File: src/design/tpo_pkg.sv
package tpo_pkg;

  localparam int unsigned CoordBits = 12;
  // Edge vectors need one extra bit, cross products twice that plus one.
  localparam int unsigned DiffBits  = CoordBits + 1;
  localparam int unsigned CrossBits = 2 * DiffBits + 1;
  localparam int unsigned NumVerts  = 3;

  typedef logic signed [CoordBits-1:0] coord_t;
  typedef logic signed [DiffBits-1:0]  diff_t;
  typedef logic signed [CrossBits-1:0] cross_t;

  typedef struct packed {
    coord_t a_x0;
    coord_t a_y0;
    coord_t a_x1;
    coord_t a_y1;
    coord_t a_x2;
    coord_t a_y2;
    coord_t b_x0;
    coord_t b_y0;
    coord_t b_x1;
    coord_t b_y1;
    coord_t b_x2;
    coord_t b_y2;
  } tri_pair_t;

  typedef struct packed {
    logic overlap;
    logic edge_crossing;
    logic vertex_inside;
  } tpo_result_t;

  // Edge vectors and offsets for one edge pair or one containment test.
  typedef struct packed {
    diff_t rx;
    diff_t ry;
    diff_t sx;
    diff_t sy;
    diff_t wx;
    diff_t wy;
  } vec_set_t;

  // Three cross products: denominator and two numerators.
  typedef struct packed {
    cross_t d;
    cross_t n0;
    cross_t n1;
  } cross_set_t;

  // Difference of two coordinates, sign extended.
  function automatic diff_t sub_c(coord_t a, coord_t b);
    return diff_t'(a) - diff_t'(b);
  endfunction

  // Cross product a x b.
  function automatic cross_t cross_v(diff_t ax, diff_t ay, diff_t bx, diff_t by);
    logic signed [2*DiffBits-1:0] p0;
    logic signed [2*DiffBits-1:0] p1;
    p0 = ax * by;
    p1 = ay * bx;
    return cross_t'(p0) - cross_t'(p1);
  endfunction

  // Exact test 0 <= n/d <= 1 for nonzero d.
  function automatic logic unit_ratio(cross_t n, cross_t d);
    if (d > 0) begin
      return (n >= 0) && (n <= d);
    end
    return (n <= 0) && (n >= d);
  endfunction

endpackage

File: src/design/tpo_vec.sv
// Stage 1: edge vectors for every pairing of an edge of A with an edge of B, and for both containment tests.
module tpo_vec (
  input  logic               clk_i,
  input  logic               en_i,
  input  tpo_pkg::tri_pair_t in_i,
  output tpo_pkg::vec_set_t  edge_o [9],
  output tpo_pkg::vec_set_t  cont_o [2]
);

  tpo_pkg::coord_t ax [3];
  tpo_pkg::coord_t ay [3];
  tpo_pkg::coord_t bx [3];
  tpo_pkg::coord_t by [3];
  tpo_pkg::vec_set_t edge_d [9];
  tpo_pkg::vec_set_t cont_d [2];
  tpo_pkg::vec_set_t edge_q [9];
  tpo_pkg::vec_set_t cont_q [2];

  assign ax[0] = in_i.a_x0;
  assign ay[0] = in_i.a_y0;
  assign ax[1] = in_i.a_x1;
  assign ay[1] = in_i.a_y1;
  assign ax[2] = in_i.a_x2;
  assign ay[2] = in_i.a_y2;
  assign bx[0] = in_i.b_x0;
  assign by[0] = in_i.b_y0;
  assign bx[1] = in_i.b_x1;
  assign by[1] = in_i.b_y1;
  assign bx[2] = in_i.b_x2;
  assign by[2] = in_i.b_y2;

  // One lane per edge pair: r = edge of A, s = edge of B, w = q1 - p1.
  for (genvar i = 0; i < 3; i++) begin : g_a
    for (genvar j = 0; j < 3; j++) begin : g_b
      always_comb begin
        edge_d[3*i+j].rx = tpo_pkg::sub_c(ax[(i+1)%3], ax[i]);
        edge_d[3*i+j].ry = tpo_pkg::sub_c(ay[(i+1)%3], ay[i]);
        edge_d[3*i+j].sx = tpo_pkg::sub_c(bx[(j+1)%3], bx[j]);
        edge_d[3*i+j].sy = tpo_pkg::sub_c(by[(j+1)%3], by[j]);
        edge_d[3*i+j].wx = tpo_pkg::sub_c(bx[j], ax[i]);
        edge_d[3*i+j].wy = tpo_pkg::sub_c(by[j], ay[i]);
      end
    end
  end

  // Containment: r = v0 = c-a, s = v1 = b-a, w = v2 = p-a.
  always_comb begin
    cont_d[0].rx = tpo_pkg::sub_c(bx[2], bx[0]);
    cont_d[0].ry = tpo_pkg::sub_c(by[2], by[0]);
    cont_d[0].sx = tpo_pkg::sub_c(bx[1], bx[0]);
    cont_d[0].sy = tpo_pkg::sub_c(by[1], by[0]);
    cont_d[0].wx = tpo_pkg::sub_c(ax[0], bx[0]);
    cont_d[0].wy = tpo_pkg::sub_c(ay[0], by[0]);
    cont_d[1].rx = tpo_pkg::sub_c(ax[2], ax[0]);
    cont_d[1].ry = tpo_pkg::sub_c(ay[2], ay[0]);
    cont_d[1].sx = tpo_pkg::sub_c(ax[1], ax[0]);
    cont_d[1].sy = tpo_pkg::sub_c(ay[1], ay[0]);
    cont_d[1].wx = tpo_pkg::sub_c(bx[0], ax[0]);
    cont_d[1].wy = tpo_pkg::sub_c(by[0], ay[0]);
  end

  always_ff @(posedge clk_i) begin
    if (en_i) begin
      edge_q <= edge_d;
      cont_q <= cont_d;
    end
  end

  assign edge_o = edge_q;
  assign cont_o = cont_q;

endmodule

File: config.mk
export PLATFORM = sky130hd
export DESIGN_NAME = tpo_vec
export DESIGN_NICKNAME = d
export VERILOG_FILES = /design/src/design/tpo_pkg.sv /design/src/design/tpo_vec.sv
export SDC_FILE = /design/constraint.sdc
export NUM_CORES = 1
export LEC_CHECK = 0
export ABC_AREA = 1
export BUFFER_PORTS_ARGS = -buffer_cell sky130_fd_sc_hd__buf_4
export CAP_MARGIN = 30
export CORE_AREA = 3 3 385 387
export DETAILED_ROUTE_END_ITERATION = 10
export DIE_AREA = 0 0 388 390
export SLEW_MARGIN = 0
export SYNTH_ARGS = -nofsm -noshare
export SYNTH_HDL_FRONTEND = slang
export SYNTH_SLANG_ARGS = --single-unit
File: constraint.sdc
create_clock -name clk_i -period 1.9 [get_ports clk_i]
set_input_delay 0 -clock clk_i [delete_from_list [all_inputs] [get_ports clk_i]]
set_output_delay 0 -clock clk_i [all_outputs]
set_load 0.05 [all_outputs]
# Word level (Yosys, flattened, before mapping)
# Cells that the tools add are included.
# word_totals
output_inout_bits	858
word_cells	72
ff_bits	468
inputBits	146
# classes
addsub	36
# op_table
op	n
$sub A12 B12 Y13	36

# Longest topological paths before layout
# logic_depth
ltp_word	1
mapped_depth	12

# Least setup slack after synthesis
# OpenSTA, ideal clock, no wires.
# synth_timing
kind	input-to-reg
startpoint	input port in_i[48] (netlist bit)
endpoint	register edge_q (netlist bit edge_o[272]) (data pin)
required_time_ps	1648
setup_ps	252
stages	11
n_path_buf	0
t_arrival_ps	1167
setup_slack_ps	481
path_cell_list	inv_1 > ha_1 > fa_1 > inv_1 > nand3_1 > nand3_1 > nand2_1 > nand2_1 > nand2_1 > nand2_1 > nand2_1
# synth_rtl
item	line_no	source
from (decl)	tpo_vec.sv:5	input tpo_pkg::tri_pair_t in_i,
to (signal assigned)	tpo_vec.sv:64	edge_q <= edge_d;
to (decl)	tpo_vec.sv:16	tpo_pkg::vec_set_t edge_q [9];

==> results.yml <==
synthesis:
  syn_area_per_cell_um2: 7.08
  yosysTopAreaCellShare: 0.321
  ys_types: 24
  yosys_register_bits: 462
  yosys.area.top_type: "edfxtp_1"
  synth_nets: 6712
  synthTopCellsByArea: "edfxtp_1 32%, nand2_1 20%, ha_1 13%"
  ys_warn_count: 0
  synthCells: 6098
  synthTopCellsByCount: "2244 x nand2_1, 1298 x inv_1, 462 x edfxtp_1, 432 x ha_1, 415 x nand3_1"
  ys_seq_area_frac: 0.321
  synthFlopType: "edfxtp_1"
  synthArstFlopShare: 0
  synth-edff-count: 462
  netlist_area_um2: 43200
  yosysMostFrequentCell: "nand2_1"
die:
  start_util: 0.297
  die_h_um: 390
  coreArea_um2: 145000
  core.rowCount: 140
  die_w_um: 388
  ios: 1004
  dieArea_um2: 151000
clocking:
  cts-root-buf: "clkbuf_16"
  h-tree-depth: 2
  cts_sinks: 462
  clkTransAtPathRegs_ns: 0.07
  cts_buffers: 59
  clockBufferDepth: 3
  cts_tree: "done"
cells_and_area:
  final_nets: 7691
  syn2layout_area_growth_pct: 27.6
  fin_util: 0.379
  drive_above_1_share: 0.197
detailed_routing:
  drt-pass1-iter-count: 5
  ant_nets: 0
  vias: 42000
  routed_wl_um: 200000
  via_per_inst: 4.64
  drtIter0Drc: 2926
  drc_errors: 0
  drt-wirelength-per-cell_um: 22.0
setup_path:
  crit_path_cell_trace: "dlygate4sd3_1 > buf_4 > clkinvlp_4 > buf_4 > ha_1 > fa_1 > inv_1 > nand3_1 > nand3_1 > nand2_1 > nand4_1 > nand2_1"
  cp-start-kind: "primary input"
  required_ns: 2.37
  cp_slowest_cell: "dlygate4sd3_1"
  crit_path_max_fanout: 4
  critical-path-max-stage-delay_ns: 0.52
  end_kind: "flop"
  arrival_ns: 2.33
  path_class: "primary input to flop"
min_path:
  hp-start: "in_i[23]"
  hp-class: "primary input to flop"
  whs_path_depth: 4
  worstHoldEndpoint: "edge_o[493]"
timing:
  maxSlewViolCount: 0
  slew_headroom: 0.560
  setup_viol: 0
  rsz0062_at_grt: "false"
  fin_crit_ns: 1.86
  fin_setup_tns_ns: 0
  period_share: 0.979
  worst_slew_pin_slew_ns: 0.660
  hold_viol_final: 0
  max_freq_mhz: 537
placed_design:
  post-dp-hpwl_um: 170000
  place.gp.congestion: 0.982
  port-buffer-count: 1003
grt:
  grt_pass1_vias: 39500
  grt_pass1_wl_um: 276000
  track_usage: 0.252
  grt_max_degree: 72
  antenna_found_initial: 12
  gr-total-overflow: 0
pwr:
  power.density_nw_per_um2: 943
  irDropWorstVdd_mv: 0.700
  leakage_uw: 0.0310
flow_run:
  max-cap-violations: 0
status:
  outcome: "finished clean"
[how the worst max path moves through the flow]
stage	startpoint	to	slack, ns	cells past startpoint
5_1_grt	in_i[132]	cont_o[99]	0.002	11
3_3_place_gp	in_i[132]	cont_o[99]	-0.06	10
4_1_cts	in_i[0]	edge_o[350]	0.08	11
3_5_place_dp	in_i[132]	cont_o[99]	-0.03	10
6_report	in_i[60]	edge_o[415]	0.04	12
2_1_floorplan	in_i[48]	edge_o[272]	0.48	11
[area by class of cell]
class,instances,area [um2]
well taps,1917,2400
flip-flops and latches,462,13900
clock inverters,47,510
diodes,6,15.0
repair buffers,1343,10600
clock buffers,65,1520
multi-input cells,3903,21300
inverters,1308,4910
fillers,15200,90100
[metrics by stage]
| stage | total power, uW | instance area [um2] | cells | setup WS, ns | hold WS (ns) |
|---|---|---|---|---|---|
| after floorplan | 31800 | 43200 | 6098 | 0.481 | 0.112 |
| after global placement | 40100 | 52300 | 8858 | -0.0614 | 0.392 |
| after detailed placement | 40100 | 52300 | 8858 | -0.0255 | 0.398 |
| after CTS | 52300 | 55100 | 9044 | 0.0768 | 0.000210 |
| after global routing | 54100 | 55100 | 9047 | 0.00202 | 0.0226 |
| final | 52000 | 55100 | 9051 | 0.0390 | 0.0322 |
[worst max-delay path, delay by kind of cell]
family / cells / cell delay [ns]
adders and majority gates: 2 / 0.64
buffers and inverters: 5 / 1.15
and+or+nand+nor: 5 / 0.55
[flip-flops by register name (all words and copies together), names as in the netlist]
| signal | cells |
|---|---|
| cont_o | 74 |
| edge_o | 388 |
[per-layer routing]
layer  track usage  vias up  share of wire
li1              -    20500              -
met1         0.311    19500           0.41
met2         0.437     1630           0.48
met3        0.0372      280          0.064
met4         0.107        4          0.047
met5             0        -        0.00011
[cells in the final DEF (no fill, tap or decap)]
cell type / count
buf_8: 1
diode_2: 6
nand3_2: 2
clkinv_16: 2
xor2_1: 143
nand3b_1: 3
clkinv_4: 8
inv_8: 3
ha_1: 431
inv_6: 6
fa_1: 36
clkbuf_16: 60
clkinv_2: 10
nand4_1: 210
nand3_1: 413
clkinvlp_4: 6
o21ai_1: 1
nor2_4: 4
nand2_2: 4
inv_1: 1297
bufinv_16: 6
ha_2: 1
inv_2: 8
nand2_1: 2244
nor2_2: 8
o21ai_0: 3
xnor2_1: 38
edfxtp_1: 462
o21ai_2: 4
nor2_1: 213
clkinv_1: 9
buf_12: 26
clkbuf_1: 5
a21oi_1: 145
dlygate4sd3_1: 74
buf_4: 1242
[repair_timing]
item	CTS	global route
setup endpoints to repair	0	8
buffers inserted	0	1
hold buffers	74	0
hold endpoints to repair	250	0
resized for setup	0	4
[cells by family after synthesis]
kind of cell,after synthesis,share of synthesized area
compound gates,153,0.0181
buf+inv,1733,0.187
flops,462,0.321
fa+ha+maj,468,0.142
simple gates,3101,0.295
xor+xnor,181,0.0367
[power by group]
part / total, uW / internal, uW / switching [uW]
Combinational: 25100 / 7080 / 18000
Sequential: 15000 / 13300 / 1660
Clock: 11900 / 6700 / 5170
Total: 52000 / 27100 / 24900
(Power assumes the default switching activity.)
