File: src/design/tpo_pkg.sv
package tpo_pkg;

  localparam int unsigned CoordBits = 12;
  // Edge vectors need one extra bit, cross products twice that plus one.
  localparam int unsigned DiffBits  = CoordBits + 1;
  localparam int unsigned CrossBits = 2 * DiffBits + 1;
  localparam int unsigned NumVerts  = 3;

  typedef logic signed [CoordBits-1:0] coord_t;
  typedef logic signed [DiffBits-1:0]  diff_t;
  typedef logic signed [CrossBits-1:0] cross_t;

  typedef struct packed {
    coord_t a_x0;
    coord_t a_y0;
    coord_t a_x1;
    coord_t a_y1;
    coord_t a_x2;
    coord_t a_y2;
    coord_t b_x0;
    coord_t b_y0;
    coord_t b_x1;
    coord_t b_y1;
    coord_t b_x2;
    coord_t b_y2;
  } tri_pair_t;

  typedef struct packed {
    logic overlap;
    logic edge_crossing;
    logic vertex_inside;
  } tpo_result_t;

  // Edge vectors and offsets for one edge pair or one containment test.
  typedef struct packed {
    diff_t rx;
    diff_t ry;
    diff_t sx;
    diff_t sy;
    diff_t wx;
    diff_t wy;
  } vec_set_t;

  // Three cross products: denominator and two numerators.
  typedef struct packed {
    cross_t d;
    cross_t n0;
    cross_t n1;
  } cross_set_t;

  // Difference of two coordinates, sign extended.
  function automatic diff_t sub_c(coord_t a, coord_t b);
    return diff_t'(a) - diff_t'(b);
  endfunction

  // Cross product a x b.
  function automatic cross_t cross_v(diff_t ax, diff_t ay, diff_t bx, diff_t by);
    logic signed [2*DiffBits-1:0] p0;
    logic signed [2*DiffBits-1:0] p1;
    p0 = ax * by;
    p1 = ay * bx;
    return cross_t'(p0) - cross_t'(p1);
  endfunction

  // Exact test 0 <= n/d <= 1 for nonzero d.
  function automatic logic unit_ratio(cross_t n, cross_t d);
    if (d > 0) begin
      return (n >= 0) && (n <= d);
    end
    return (n <= 0) && (n >= d);
  endfunction

endpackage

File: src/design/tpo_decide.sv
// Stage 3: sign-aware ratio compares and the final reduction.
module tpo_decide (
  input  logic                 clk_i,
  input  logic                 en_i,
  input  tpo_pkg::cross_set_t  edge_i [9],
  input  tpo_pkg::cross_set_t  cont_i [2],
  output tpo_pkg::tpo_result_t res_o
);

  logic [8:0] hit;
  logic [1:0] ins;
  tpo_pkg::tpo_result_t res_d;
  tpo_pkg::tpo_result_t res_q;

  // A parallel pair never hits.
  for (genvar k = 0; k < 9; k++) begin : g_e
    assign hit[k] = (edge_i[k].d != '0) &&
                    tpo_pkg::unit_ratio(edge_i[k].n0, edge_i[k].d) &&
                    tpo_pkg::unit_ratio(edge_i[k].n1, edge_i[k].d);
  end

  // A degenerate triangle contains nothing.
  for (genvar k = 0; k < 2; k++) begin : g_c
    tpo_pkg::cross_t sum;
    assign sum = cont_i[k].n0 + cont_i[k].n1;
    always_comb begin
      if (cont_i[k].d > 0) begin
        ins[k] = (cont_i[k].n0 >= 0) && (cont_i[k].n1 >= 0) && (sum <= cont_i[k].d);
      end else if (cont_i[k].d < 0) begin
        ins[k] = (cont_i[k].n0 <= 0) && (cont_i[k].n1 <= 0) && (sum >= cont_i[k].d);
      end else begin
        ins[k] = 1'b0;
      end
    end
  end

  always_comb begin
    res_d.edge_crossing = |hit;
    res_d.vertex_inside = |ins;
    res_d.overlap       = (|hit) | (|ins);
  end

  always_ff @(posedge clk_i) begin
    if (en_i) begin
      res_q <= res_d;
    end
  end

  assign res_o = res_q;

endmodule

File: config.mk
export PLATFORM = sky130hd
export DESIGN_NAME = tpo_decide
export DESIGN_NICKNAME = d
export VERILOG_FILES = /design/src/design/tpo_pkg.sv /design/src/design/tpo_decide.sv
export SDC_FILE = /design/constraint.sdc
export NUM_CORES = 1
export LEC_CHECK = 0
export ABC_AREA = 1
export ABC_CLOCK_PERIOD_IN_PS = 4700
export BUFFER_PORTS_ARGS = -buffer_cell sky130_fd_sc_hd__buf_2
export CORE_AREA = 2 2 345 347
export CTS_BUF_LIST = sky130_fd_sc_hd__clkbuf_16
export CTS_CLUSTER_DIAMETER = 30
export DETAILED_ROUTE_END_ITERATION = 10
export DIE_AREA = 0 0 347 349
export PLACE_DENSITY = 0.36
export SLEW_MARGIN = 40
export SYNTH_ARGS = -nofsm -noshare
export SYNTH_HDL_FRONTEND = slang
export SYNTH_SLANG_ARGS = --single-unit
File: constraint.sdc
create_clock -name clk_i -period 4.7 [get_ports clk_i]
set_clock_uncertainty 0.15 [all_clocks]
set_input_delay 0.235 -clock clk_i [delete_from_list [all_inputs] [get_ports clk_i]]
set_output_delay 0.235 -clock clk_i [all_outputs]
set_load 0.05 [all_outputs]
Word level (Yosys, flattened, before mapping)
Cells that the tools add are included.
{ "totals": {"regBits": 3, "output_inout_bits": 3, "inputBits": 893, "wordCells": 225} }
{ "classes": {"n_mux": 49, "reduce_logical": 73, "order_cmp": 97, "n_bitwise": 1, "add_sub_neg": 2} }
{ "op_table": {"columns": ["op", "count"], "rows": [
  ["greater-or-equal comparator 27 x 1 -> 1 bit, second input constant", 22],
  ["<= comparator 27 x 1 -> 1 bit, second input constant", 22],
  ["greater-or-equal comparator 27 bit", 20],
  ["<= comparator 27 bit", 20],
  ["> comparator 27 x 1 -> 1 bit, second input constant", 11],
  ["nonzero test 27 bit", 9],
  ["logical AND 1 bit", 62],
  ["adder 27 bit", 2],
  ["< comparator 27 x 1 -> 1 bit, second input constant", 2],
  ["two-way mux 1 bit", 49],
  ["OR reduction 9 bit", 1],
  ["OR reduction 2 bit", 1],
  ["bitwise OR 1 bit", 1]
]} }

Logic depth before layout (Yosys ltp)
Gate-level depths: netlist (run 1).
{ "logic_depth": {"depth_word": 8, "depth_mapped": 28, "ltp_nobuf": 28} }

Worst setup path before layout (run 1)
OpenSTA, ideal clock, no wires.
{ "synth_path": {"path_kind": "input-to-reg", "start": "input port cont_i[81] in the netlist's numbering", "end": "register res_q, in the netlist res_o[2] (data pin)", "path_buffers": 0, "arrival_ns": 3.309, "setup_time_ns": 0.267, "path_slack_ns": 0.975, "path_stages": 27, "cell_sequence": "ha_1 inv_1 fa_1 nand3b_1 nand2_2 a21oi_4 nor2_4 nor2_4 o21ai_4 a21boi_4 o21ai_2 nand3_1 nand2_1 xnor2_1 inv_1 ha_1 nand2_1 nor2_1 nand4_1 nor3_1 nand3_1 nand3_1 nand3_1 nand2_1 nand2_1 nor2_1 nand4_1"} }
{ "synth_rtl": {"columns": ["element", "line", "rtl"], "rows": [
  ["start, declared", "tpo_decide.sv:6", "input tpo_pkg::cross_set_t cont_i [2],"],
  ["end signal, assigned", "tpo_decide.sv:45", "res_q <= res_d;"],
  ["end, declared", "tpo_decide.sv:13", "tpo_pkg::tpo_result_t res_q;"]
]} }

==> flow_metrics.py, run 1 <==
metrics = {
    "route": {
        "dr.first_iter.drc_count": 977,
        "wl_per_cell_um": 20.70,
        "drtPass1Iterations": 6,
        "ant_nets": 0,
        "drc_errors": 0,
        "vias_per_cell": 4.381,
        "wl_mm": 113.2,
        "via_count": 23960,
    },
    "timing": {
        "hold_viol": 0,
        "fin_crit_ns": 4.189,
        "fin_setup_tns_ns": 0,
        "setup_viol": 0,
        "timing.fmax_mhz": 238.7,
        "slew_headroom": 0.4154,
        "slew_viol_final": 0,
        "rsz0062_at_grt": "false",
        "worst_pin_slew_ns": 0.8702,
        "period_share": 0.8912,
    },
    "power_and_ir_drop": {
        "switching_share": 0.5714,
        "p_int_w": 0.001179,
        "total_power_w": 0.002750,
        "p_leak_nw": 14.30,
        "p_seq_frac": 0.012,
        "p_comb_frac": 0.939,
        "ir_drop_v": 0.00005870,
        "p_clk_frac": 0.049,
        "p_sw_w": 0.001572,
        "power_density_mw_per_mm2": 107.5,
    },
    "synth": {
        "synth.distinct_cells": 52,
        "syn_area_per_cell_um2": 6.312,
        "synth_area_mm2": 0.01902,
        "synth.most_common_cell": "nand2_1",
        "syn_nets": 4500,
        "synth_commonest_cells": "nand2_1 (622), ha_1 (592), inv_1 (480)",
        "synth_area_leaders": "ha_1 (39%), nand2_1 (12%), inv_1 (9.5%)",
        "syn_inst": 3013,
        "synth_seq_cells": 3,
        "yosysTopAreaCell": "ha_1",
        "ys_seq_area_frac": 0.004737,
        "synth-async-reset-ratio": 0,
        "synth_edf_count": 3,
        "yosysTopAreaCellShare": 0.3894,
        "ys_warn_count": 0,
        "ys_dominant_reg_cell": "edfxtp_1",
    },
    "clock_tree": {
        "cts_tree": "built",
        "cts_resized": 0,
        "clockRootBuffer": "clkbuf_16",
        "path_clk_slew_ns": 0.03,
        "clock_path_buffers": 2,
        "cts-hold-fix-buffers": 0,
        "numCtsBuffers": 3,
        "htreeDepth": 1,
        "clock-sinks": 3,
        "cts_setup_buffers": 0,
    },
    "setup_path": {
        "critPathSlowestCell": "fa_1",
        "cpPeakStageDelay_ns": 0.39,
        "crit_family": "simple AND/OR/NAND/NOR gates",
        "endpoint_kind": "register",
        "crit_required_ns": 4.50,
        "cp_num_buf_inv": 3,
        "worstSetupStartpointType": "input port",
        "cp_max_fo": 3,
        "arrival_ns": 3.98,
        "critPathKind": "in2reg",
    },
    "global_route": {
        "grt_max_degree": 7,
        "grt-busiest-layer": "met2",
        "use_met2": 0.3351,
        "grt_use_met3": 0.03092,
        "grt_use_total": 0.1786,
        "overflow": 0,
        "antenna_found_initial": 65,
        "grt_pass1_vias": 24890,
        "grtUsageMet1": 0.2149,
        "grt_pass1_wl_mm": 161.4,
    },
    "die": {
        "placementRows": 126,
        "core_mm2": 0.1175,
        "boundaryPins": 896,
        "die_h_um": 349,
        "die_x_um": 347,
        "start_util": 0.1619,
        "dieArea_mm2": 0.1211,
    },
    "placed_design": {
        "globalplace.congestion": 0.9511,
        "dp_hpwl_mm": 108.3,
        "portBuffers": 895,
    },
    "job": {
        "drv_cap": 0,
    },
    "status": {
        "status": "finished clean",
    },
    "finish": {
        "largest_reg_flops": 3,
        "synthToLayoutAreaGrowth_pct": 34.53,
        "drive_gt1_frac": 0.2414,
        "fin_nets": 5402,
    },
    "worst_hold_path": {
        "worstHoldPathType": "in2reg",
    },
}
## cell usage in the layout, fill, tap and decap left out, types with 5 or more instances in the layout
master,netlist,routed
o21ai_0,65,65
a21o_1,31,31
nor2_1,243,243
nand2_1,622,622
xnor2_1,25,25
nand4_1,124,124
o21a_1,34,34
nand3b_1,8,8
nor4_1,161,158
or2_0,8,8
o21ai_2,5,5
xor2_1,26,26
o21ai_1,9,9
diode_2,0,19
nor3_1,49,49
ha_1,592,592
inv_1,480,481
buf_2,0,895
and2_1,5,5
a21oi_1,273,273
nor3b_1,9,9
nand3_1,175,175
## cell families (layout without fill, tap and decap cells)
| kind of cell | count (synthesis) | count (layout) | share of synthesized area |
|---|---|---|---|
| and+or+nand+nor | 1429 | 1429 | 0.3457 |
| buffers and inverters | 483 | 1384 | 0.09532 |
| xor gates and xnor gates | 51 | 51 | 0.02349 |
| adders and majority gates | 594 | 594 | 0.3916 |
| DFF | 3 | 3 | 0.004737 |
| other | 0 | 19 | 0 |
| AOI/OAI and AO/OA | 453 | 453 | 0.1392 |
## area by class of cell
type                    instances  area, um^2
clock buffers                   3       75.07
repair buffers                897        4494
inverters                     483        1813
multi-input cells            2527       17140
diodes                         19       47.55
flip-flops and latches          3       90.09
well taps                    1536        1922
clock inverters                 1       3.754
fillers                     13650       91860
## power groups by stage
stage / clock network (W) / registers [W] / logic, W
detailed placement: 0 / 0.0000346 / 0.00259
global placement: 0 / 0.0000346 / 0.00260
global route: 0.000140 / 0.0000345 / 0.00295
finish: 0.000135 / 0.0000342 / 0.00258
floorplan: 0 / 0.0000459 / 0.00146
CTS: 0.000136 / 0.0000343 / 0.00261
## final timing paths
check / startpoint / endpoint / slack, ns / depth (start not counted)
worst min-delay path: en_i / res_o[0]$_DFFE_PP_ / 0.10 / 1
worst max-delay path: cont_i[81] / res_o[2]$_DFFE_PP_ / 0.51 / 28
## per-stage QoR
stage / util / instance area (um^2) / hold WS, ns / instances / setup WS (ns)
after global routing: 0.2176 / 25560 / 0.1015 / 5457 / 0.1129
after CTS: 0.2175 / 25540 / 0.1042 / 5450 / 0.4815
after global placement: 0.2166 / 25440 / 0.3361 / 5446 / 0.2702
after floorplan: - / 19020 / 0.1975 / 3013 / 0.9748
after detailed placement: 0.2168 / 25460 / 0.3354 / 5446 / 0.2426
final: 0.2179 / 25590 / 0.1033 / 5469 / 0.5112
## metal layers
| layer | vias up | share of wire |
|---|---|---|
| met1 | 10770 | 0.42 |
| met4 | 58 | 0.014 |
| met3 | 119 | 0.058 |
| li1 | 12360 | - |
| met5 | - | 0.0030 |
| met2 | 665 | 0.50 |
(Power assumes the default switching activity.)
==> run 2: changes to the inputs <==
- CORE_AREA: 2 2 345 347 -> 2 2 348 350
- CTS_CLUSTER_SIZE: not set -> 20
- DIE_AREA: 0 0 347 349 -> 0 0 350 352
==> run 2 against run 1 <==
Against the previous run:
- sequential power rose by 8.8%
- sequential share of layout area about the same
- flip-flop and latch count unchanged
- first-iteration DRC count is 8.1% higher
- worst hold slack improved by 0.017 ns
- critical path type unchanged
==> flow_metrics.py, run 2 (same netlist as run 1, synthesis figures left out) <==
metrics = {
    "clock_tree": {
        "numCtsBuffers": 3,
        "htreeDepth": 1,
        "cts_tree": "built",
        "cts_resized": 0,
        "clock_path_buffers": 2,
        "cts_setup_buffers": 0,
        "clock-sinks": 3,
        "path_clk_slew_ns": 0.03,
        "cts-hold-fix-buffers": 0,
        "clockRootBuffer": "clkbuf_16",
    },
    "route": {
        "vias_per_cell": 4.318,
        "ant_nets": 0,
        "dr.first_iter.drc_count": 1056,
        "wl_mm": 113.8,
        "wl_per_cell_um": 20.51,
        "drc_errors": 0,
        "drtPass1Iterations": 7,
        "via_count": 23960,
    },
    "timing": {
        "worst_pin_slew_ns": 0.7703,
        "fin_setup_tns_ns": 0,
        "fin_crit_ns": 4.022,
        "slew_headroom": 0.4818,
        "period_share": 0.8558,
        "slew_viol_final": 0,
        "layout_setup_ws_ns": 0.6778,
        "rsz0062_at_grt": "false",
        "timing.fmax_mhz": 248.6,
        "setup_viol": 0,
        "hold_viol": 0,
    },
    "global_route": {
        "overflow": 0,
        "grt_use_total": 0.1768,
        "antenna_found_initial": 61,
        "grt_max_degree": 7,
        "grt_pass1_vias": 24980,
        "grt_pass1_wl_mm": 162.6,
        "grtUsageMet1": 0.2099,
        "grt-busiest-layer": "met2",
        "use_met2": 0.3283,
        "grt_use_met3": 0.03628,
    },
    "die": {
        "core_mm2": 0.1193,
        "placementRows": 127,
        "dieArea_mm2": 0.1232,
        "boundaryPins": 896,
        "start_util": 0.1594,
        "die_h_um": 352,
        "die_x_um": 350,
    },
    "power_and_ir_drop": {
        "p_leak_nw": 14.30,
        "p_seq_frac": 0.013,
        "p_comb_frac": 0.939,
        "ir_drop_v": 0.0001050,
        "power_density_mw_per_mm2": 107.3,
        "p_int_w": 0.001178,
        "p_clk_frac": 0.048,
        "switching_share": 0.5731,
        "p_sw_w": 0.001582,
    },
    "placed_design": {
        "place_ws_ns": 0.4115,
        "portBuffers": 895,
        "globalplace.congestion": 0.9463,
        "dp_hpwl_mm": 108.4,
        "dpl_cell_area_mm2": 0.02558,
    },
    "status": {
        "status": "finished clean",
    },
    "setup_path": {
        "crit_required_ns": 4.49,
        "critPathKind": "in2reg",
        "endpoint_kind": "register",
        "cp_max_fo": 3,
        "arrival_ns": 3.81,
        "worstSetupStartpointType": "input port",
    },
    "finish": {
        "fin_nets": 5401,
        "stdcell_area_mm2": 0.02572,
        "drive_gt1_frac": 0.2415,
        "synthToLayoutAreaGrowth_pct": 35.22,
        "largest_reg_flops": 3,
        "final_cell_mix": "buf_2 (895), nand2_1 (622), ha_1 (592)",
        "final_common_cell": "buf_2",
    },
    "job": {
        "drv_cap": 0,
    },
    "worst_hold_path": {
        "worstHoldPathType": "in2reg",
    },
}
-- run 2: changes by cell type in the layout (fill, tap and decap cells not counted), sizes merged --
cell | previous run | this run
diode | 19 | 24
buf | 897 | 896
-- run 2: through the flow --
stage	utilization	instances	hold WS [ns]	power [W]
after floorplan	-	3013	0.1975	0.001508
after global placement	0.2140	5521	0.3395	0.002644
after detailed placement	0.2143	5521	0.3494	0.002632
after CTS	0.2150	5525	0.1199	0.002783
after global routing	0.2153	5538	0.1250	0.003129
final	0.2155	5549	0.1206	0.002761
-- run 2: final cells by class --
cell class              count  area [um^2]
well taps                1612         2017
flip-flops and latches      3        90.09
clock inverters             1        3.754
fillers                 13890        93620
clock buffers               3        75.07
repair buffers            896         4487
diodes                     24        60.06
inverters                 483         1813
multi-input cells        2527        17170
-- run 2: worst max-delay path: stages --
cell	delay (ns)
buf_2	0.09
ha_1	0.18
inv_1	0.07
fa_1	0.40
nand3b_1	0.18
nand2_2	0.11
a21oi_4	0.08
nor2_4	0.10
nor2_4	0.06
o21ai_4	0.17
a21boi_4	0.09
o21ai_2	0.19
nand3_1	0.10
nand2_1	0.08
xnor2_1	0.11
inv_1	0.06
ha_1	0.31
nand2_1	0.06
nor2_1	0.13
nand4_1	0.12
nor3_1	0.17
nand3_1	0.16
nand3_1	0.12
nand3_1	0.07
nand2_1	0.06
nand2_1	0.05
nor2_1	0.14
nand4_1	0.11
-- run 2: path summary, 6_finish.rpt --
kind / startpoint / end / slack (ns) / depth (start not counted)
hold / removal: en_i / res_o[0]$_DFFE_PP_ / 0.12 / 1
setup / recovery: cont_i[81] / res_o[2]$_DFFE_PP_ / 0.68 / 28
-- run 2: routing by layer --
metal	share of wire	wire length, um
met2	0.50	56560
met1	0.42	47890
met3	0.062	7016
met4	0.017	1937
met5	0.0037	416
-- run 2: power groups by stage --
| stage | sequential [W] | combinational [W] | clock [W] |
|---|---|---|---|
| 2_1_floorplan | 0.0000459 | 0.00146 | 0 |
| 3_3_place_gp | 0.0000378 | 0.00261 | 0 |
| 3_5_place_dp | 0.0000375 | 0.00260 | 0 |
| 4_1_cts | 0.0000371 | 0.00261 | 0.000135 |
| 5_1_grt | 0.0000373 | 0.00295 | 0.000139 |
| 6_report | 0.0000372 | 0.00259 | 0.000133 |
==> run 3: changes to the inputs <==
- CELL_PAD_IN_SITES_DETAIL_PLACEMENT: not set -> 1
- CELL_PAD_IN_SITES_GLOBAL_PLACEMENT: not set -> 1
- PLACE_DENSITY: 0.36 -> 0.48
==> run 3 against run 2 <==
Against the previous run:
- utilization barely moved
- maximum frequency fell by 2.7%
- via count rose by 1.3%
- cell count rose by 0.23%
- clock power barely moved
- flip-flop and latch count did not move
- final area barely moved
- non-clock buffer count rose by 3
- die area did not move
- critical endpoint unchanged
- largest cell class unchanged
==> flow_metrics.py, run 3 (same netlist as run 1, synthesis figures left out) <==
metrics = {
    "status": {
        "status": "finished clean",
    },
    "route": {
        "via_count": 24280,
        "dr.first_iter.drc_count": 902,
        "drtPass1Iterations": 5,
        "wl_per_cell_um": 20.77,
        "drc_errors": 0,
        "wl_mm": 115.5,
        "vias_per_cell": 4.366,
        "ant_nets": 0,
    },
    "timing": {
        "worst_pin_slew_ns": 0.7467,
        "slew_viol_final": 0,
        "layout_setup_ws_ns": 0.5658,
        "period_share": 0.8796,
        "hold_viol": 0,
        "fin_crit_ns": 4.134,
        "fin_setup_tns_ns": 0,
        "setup_viol": 0,
        "rsz0062_at_grt": "false",
        "hold_ws_ns": 0.1210,
        "timing.fmax_mhz": 241.9,
        "slew_headroom": 0.4976,
    },
    "power_and_ir_drop": {
        "ir_drop_v": 0.0001090,
        "power_density_mw_per_mm2": 106.9,
        "p_leak_nw": 14.31,
    },
    "finish": {
        "layout.cells.non_filler": 5562,
        "largest_reg_flops": 3,
        "synthToLayoutAreaGrowth_pct": 35.25,
        "final_common_cell": "buf_2",
        "drive_gt1_frac": 0.2411,
        "n_fill_cell": 15280,
        "final_cell_mix": "buf_2 (895), nand2_1 (622), ha_1 (592)",
        "fin_nets": 5404,
        "stdcell_area_mm2": 0.02572,
    },
    "global_route": {
        "grt_pass1_vias": 26090,
        "overflow": 0,
        "grt_pass1_wl_mm": 166.5,
        "antenna_found_initial": 68,
        "grt_use_total": 0.1808,
        "grt_max_degree": 7,
    },
    "placed_design": {
        "place_inst": 5524,
        "globalplace.congestion": 0.9234,
        "dpl_cell_area_mm2": 0.02556,
        "dp_hpwl_mm": 110.7,
        "place_ws_ns": 0.2958,
        "portBuffers": 895,
    },
    "die": {
        "die_h_um": 352,
        "core_mm2": 0.1193,
        "placementRows": 127,
        "start_util": 0.1594,
        "boundaryPins": 896,
        "dieArea_mm2": 0.1232,
        "die_x_um": 350,
    },
    "setup_path": {
        "endpoint": "res_o[2]$_DFFE_PP_",
        "cp-startpoint": "cont_i[81]",
        "endpoint_kind": "register",
        "cpPeakStageDelay_ns": 0.41,
        "worstSetupStartpointType": "input port",
        "cp_max_fo": 3,
        "worst_path_most_repeated_cell": "nand2_1",
        "critPathSlowestCell": "fa_1",
        "critPathKind": "in2reg",
        "arrival_ns": 3.92,
        "crit_required_ns": 4.49,
    },
    "clock_tree": {
        "cts_setup_buffers": 0,
        "clock_path_buffers": 2,
        "numCtsBuffers": 3,
        "clock-sinks": 3,
        "cts_resized": 0,
        "path_clk_slew_ns": 0.03,
        "htreeDepth": 1,
        "cts-hold-fix-buffers": 0,
        "cts_tree": "built",
        "clockRootBuffer": "clkbuf_16",
    },
    "worst_hold_path": {
        "worstHoldPathType": "in2reg",
    },
    "job": {
        "drv_cap": 0,
    },
}
## run 3: changes by cell type in the layout (fill, tap and decap cells not counted), sizes merged
cell	delta
diode	+10
buf	+3
## run 3: through the flow
| stage | total power (W) | utilization |
|---|---|---|
| finish | 0.002750 | 0.2156 |
| CTS | 0.002793 | 0.2149 |
| global route | 0.003146 | 0.2154 |
| global placement | 0.002618 | 0.2141 |
| floorplan | 0.001508 | - |
| detailed placement | 0.002643 | 0.2142 |
## run 3: critical path: cells and delay by family
kind                     cells  cell delay, ns
AO/OA/AOI/OAI                9            1.18
XOR/XNOR                     1            0.14
adder cells (fa/ha/maj)      3            0.96
buffers and inverters        2            0.18
AND/OR/NAND/NOR             12            1.21
## run 3: layout make-up
| type | count | area (um^2) | share of cell area |
|---|---|---|---|
| Multi-Input combinational cell | 2527 | 17130 | 0.6660 |
| Timing Repair Buffer | 899 | 4509 | 0.1753 |
| Tap cell | 1612 | 2017 | 0.07840 |
| Inverter | 483 | 1813 | 0.07048 |
| Sequential cell | 3 | 90.09 | 0.003502 |
| Antenna cell | 34 | 85.08 | 0.003307 |
| Clock buffer | 3 | 75.07 | 0.002918 |
| Clock inverter | 1 | 3.754 | 0.0001459 |
## run 3: report_power, final
group          switching (W)  internal [W]  leakage (nW)
Sequential       0.000000930     0.0000337        0.0297
Clock              0.0000213      0.000109        0.0425
Combinational        0.00154       0.00104          14.2
## run 3: worst min path at each step
stage | from | to | cells after the start
3_3_place_gp | en_i | res_o[1]$_DFFE_PP_ | 1
5_1_grt | en_i | res_o[0]$_DFFE_PP_ | 1
2_1_floorplan | en_i | res_o[0]$_DFFE_PP_ | 0
3_5_place_dp | en_i | res_o[1]$_DFFE_PP_ | 1
6_report | en_i | res_o[1]$_DFFE_PP_ | 1
4_1_cts | en_i | res_o[1]$_DFFE_PP_ | 1
## run 3: per-layer routing
| metal | part of all wire | vias up | global-route usage |
|---|---|---|---|
| li1 | - | 12370 | - |
| met1 | 0.43 | 11160 | 0.2212 |
| met2 | 0.48 | 571 | 0.3183 |
| met3 | 0.055 | 144 | 0.03644 |
| met4 | 0.023 | 44 | 0.04810 |
| met5 | 0.0025 | - | 0 |
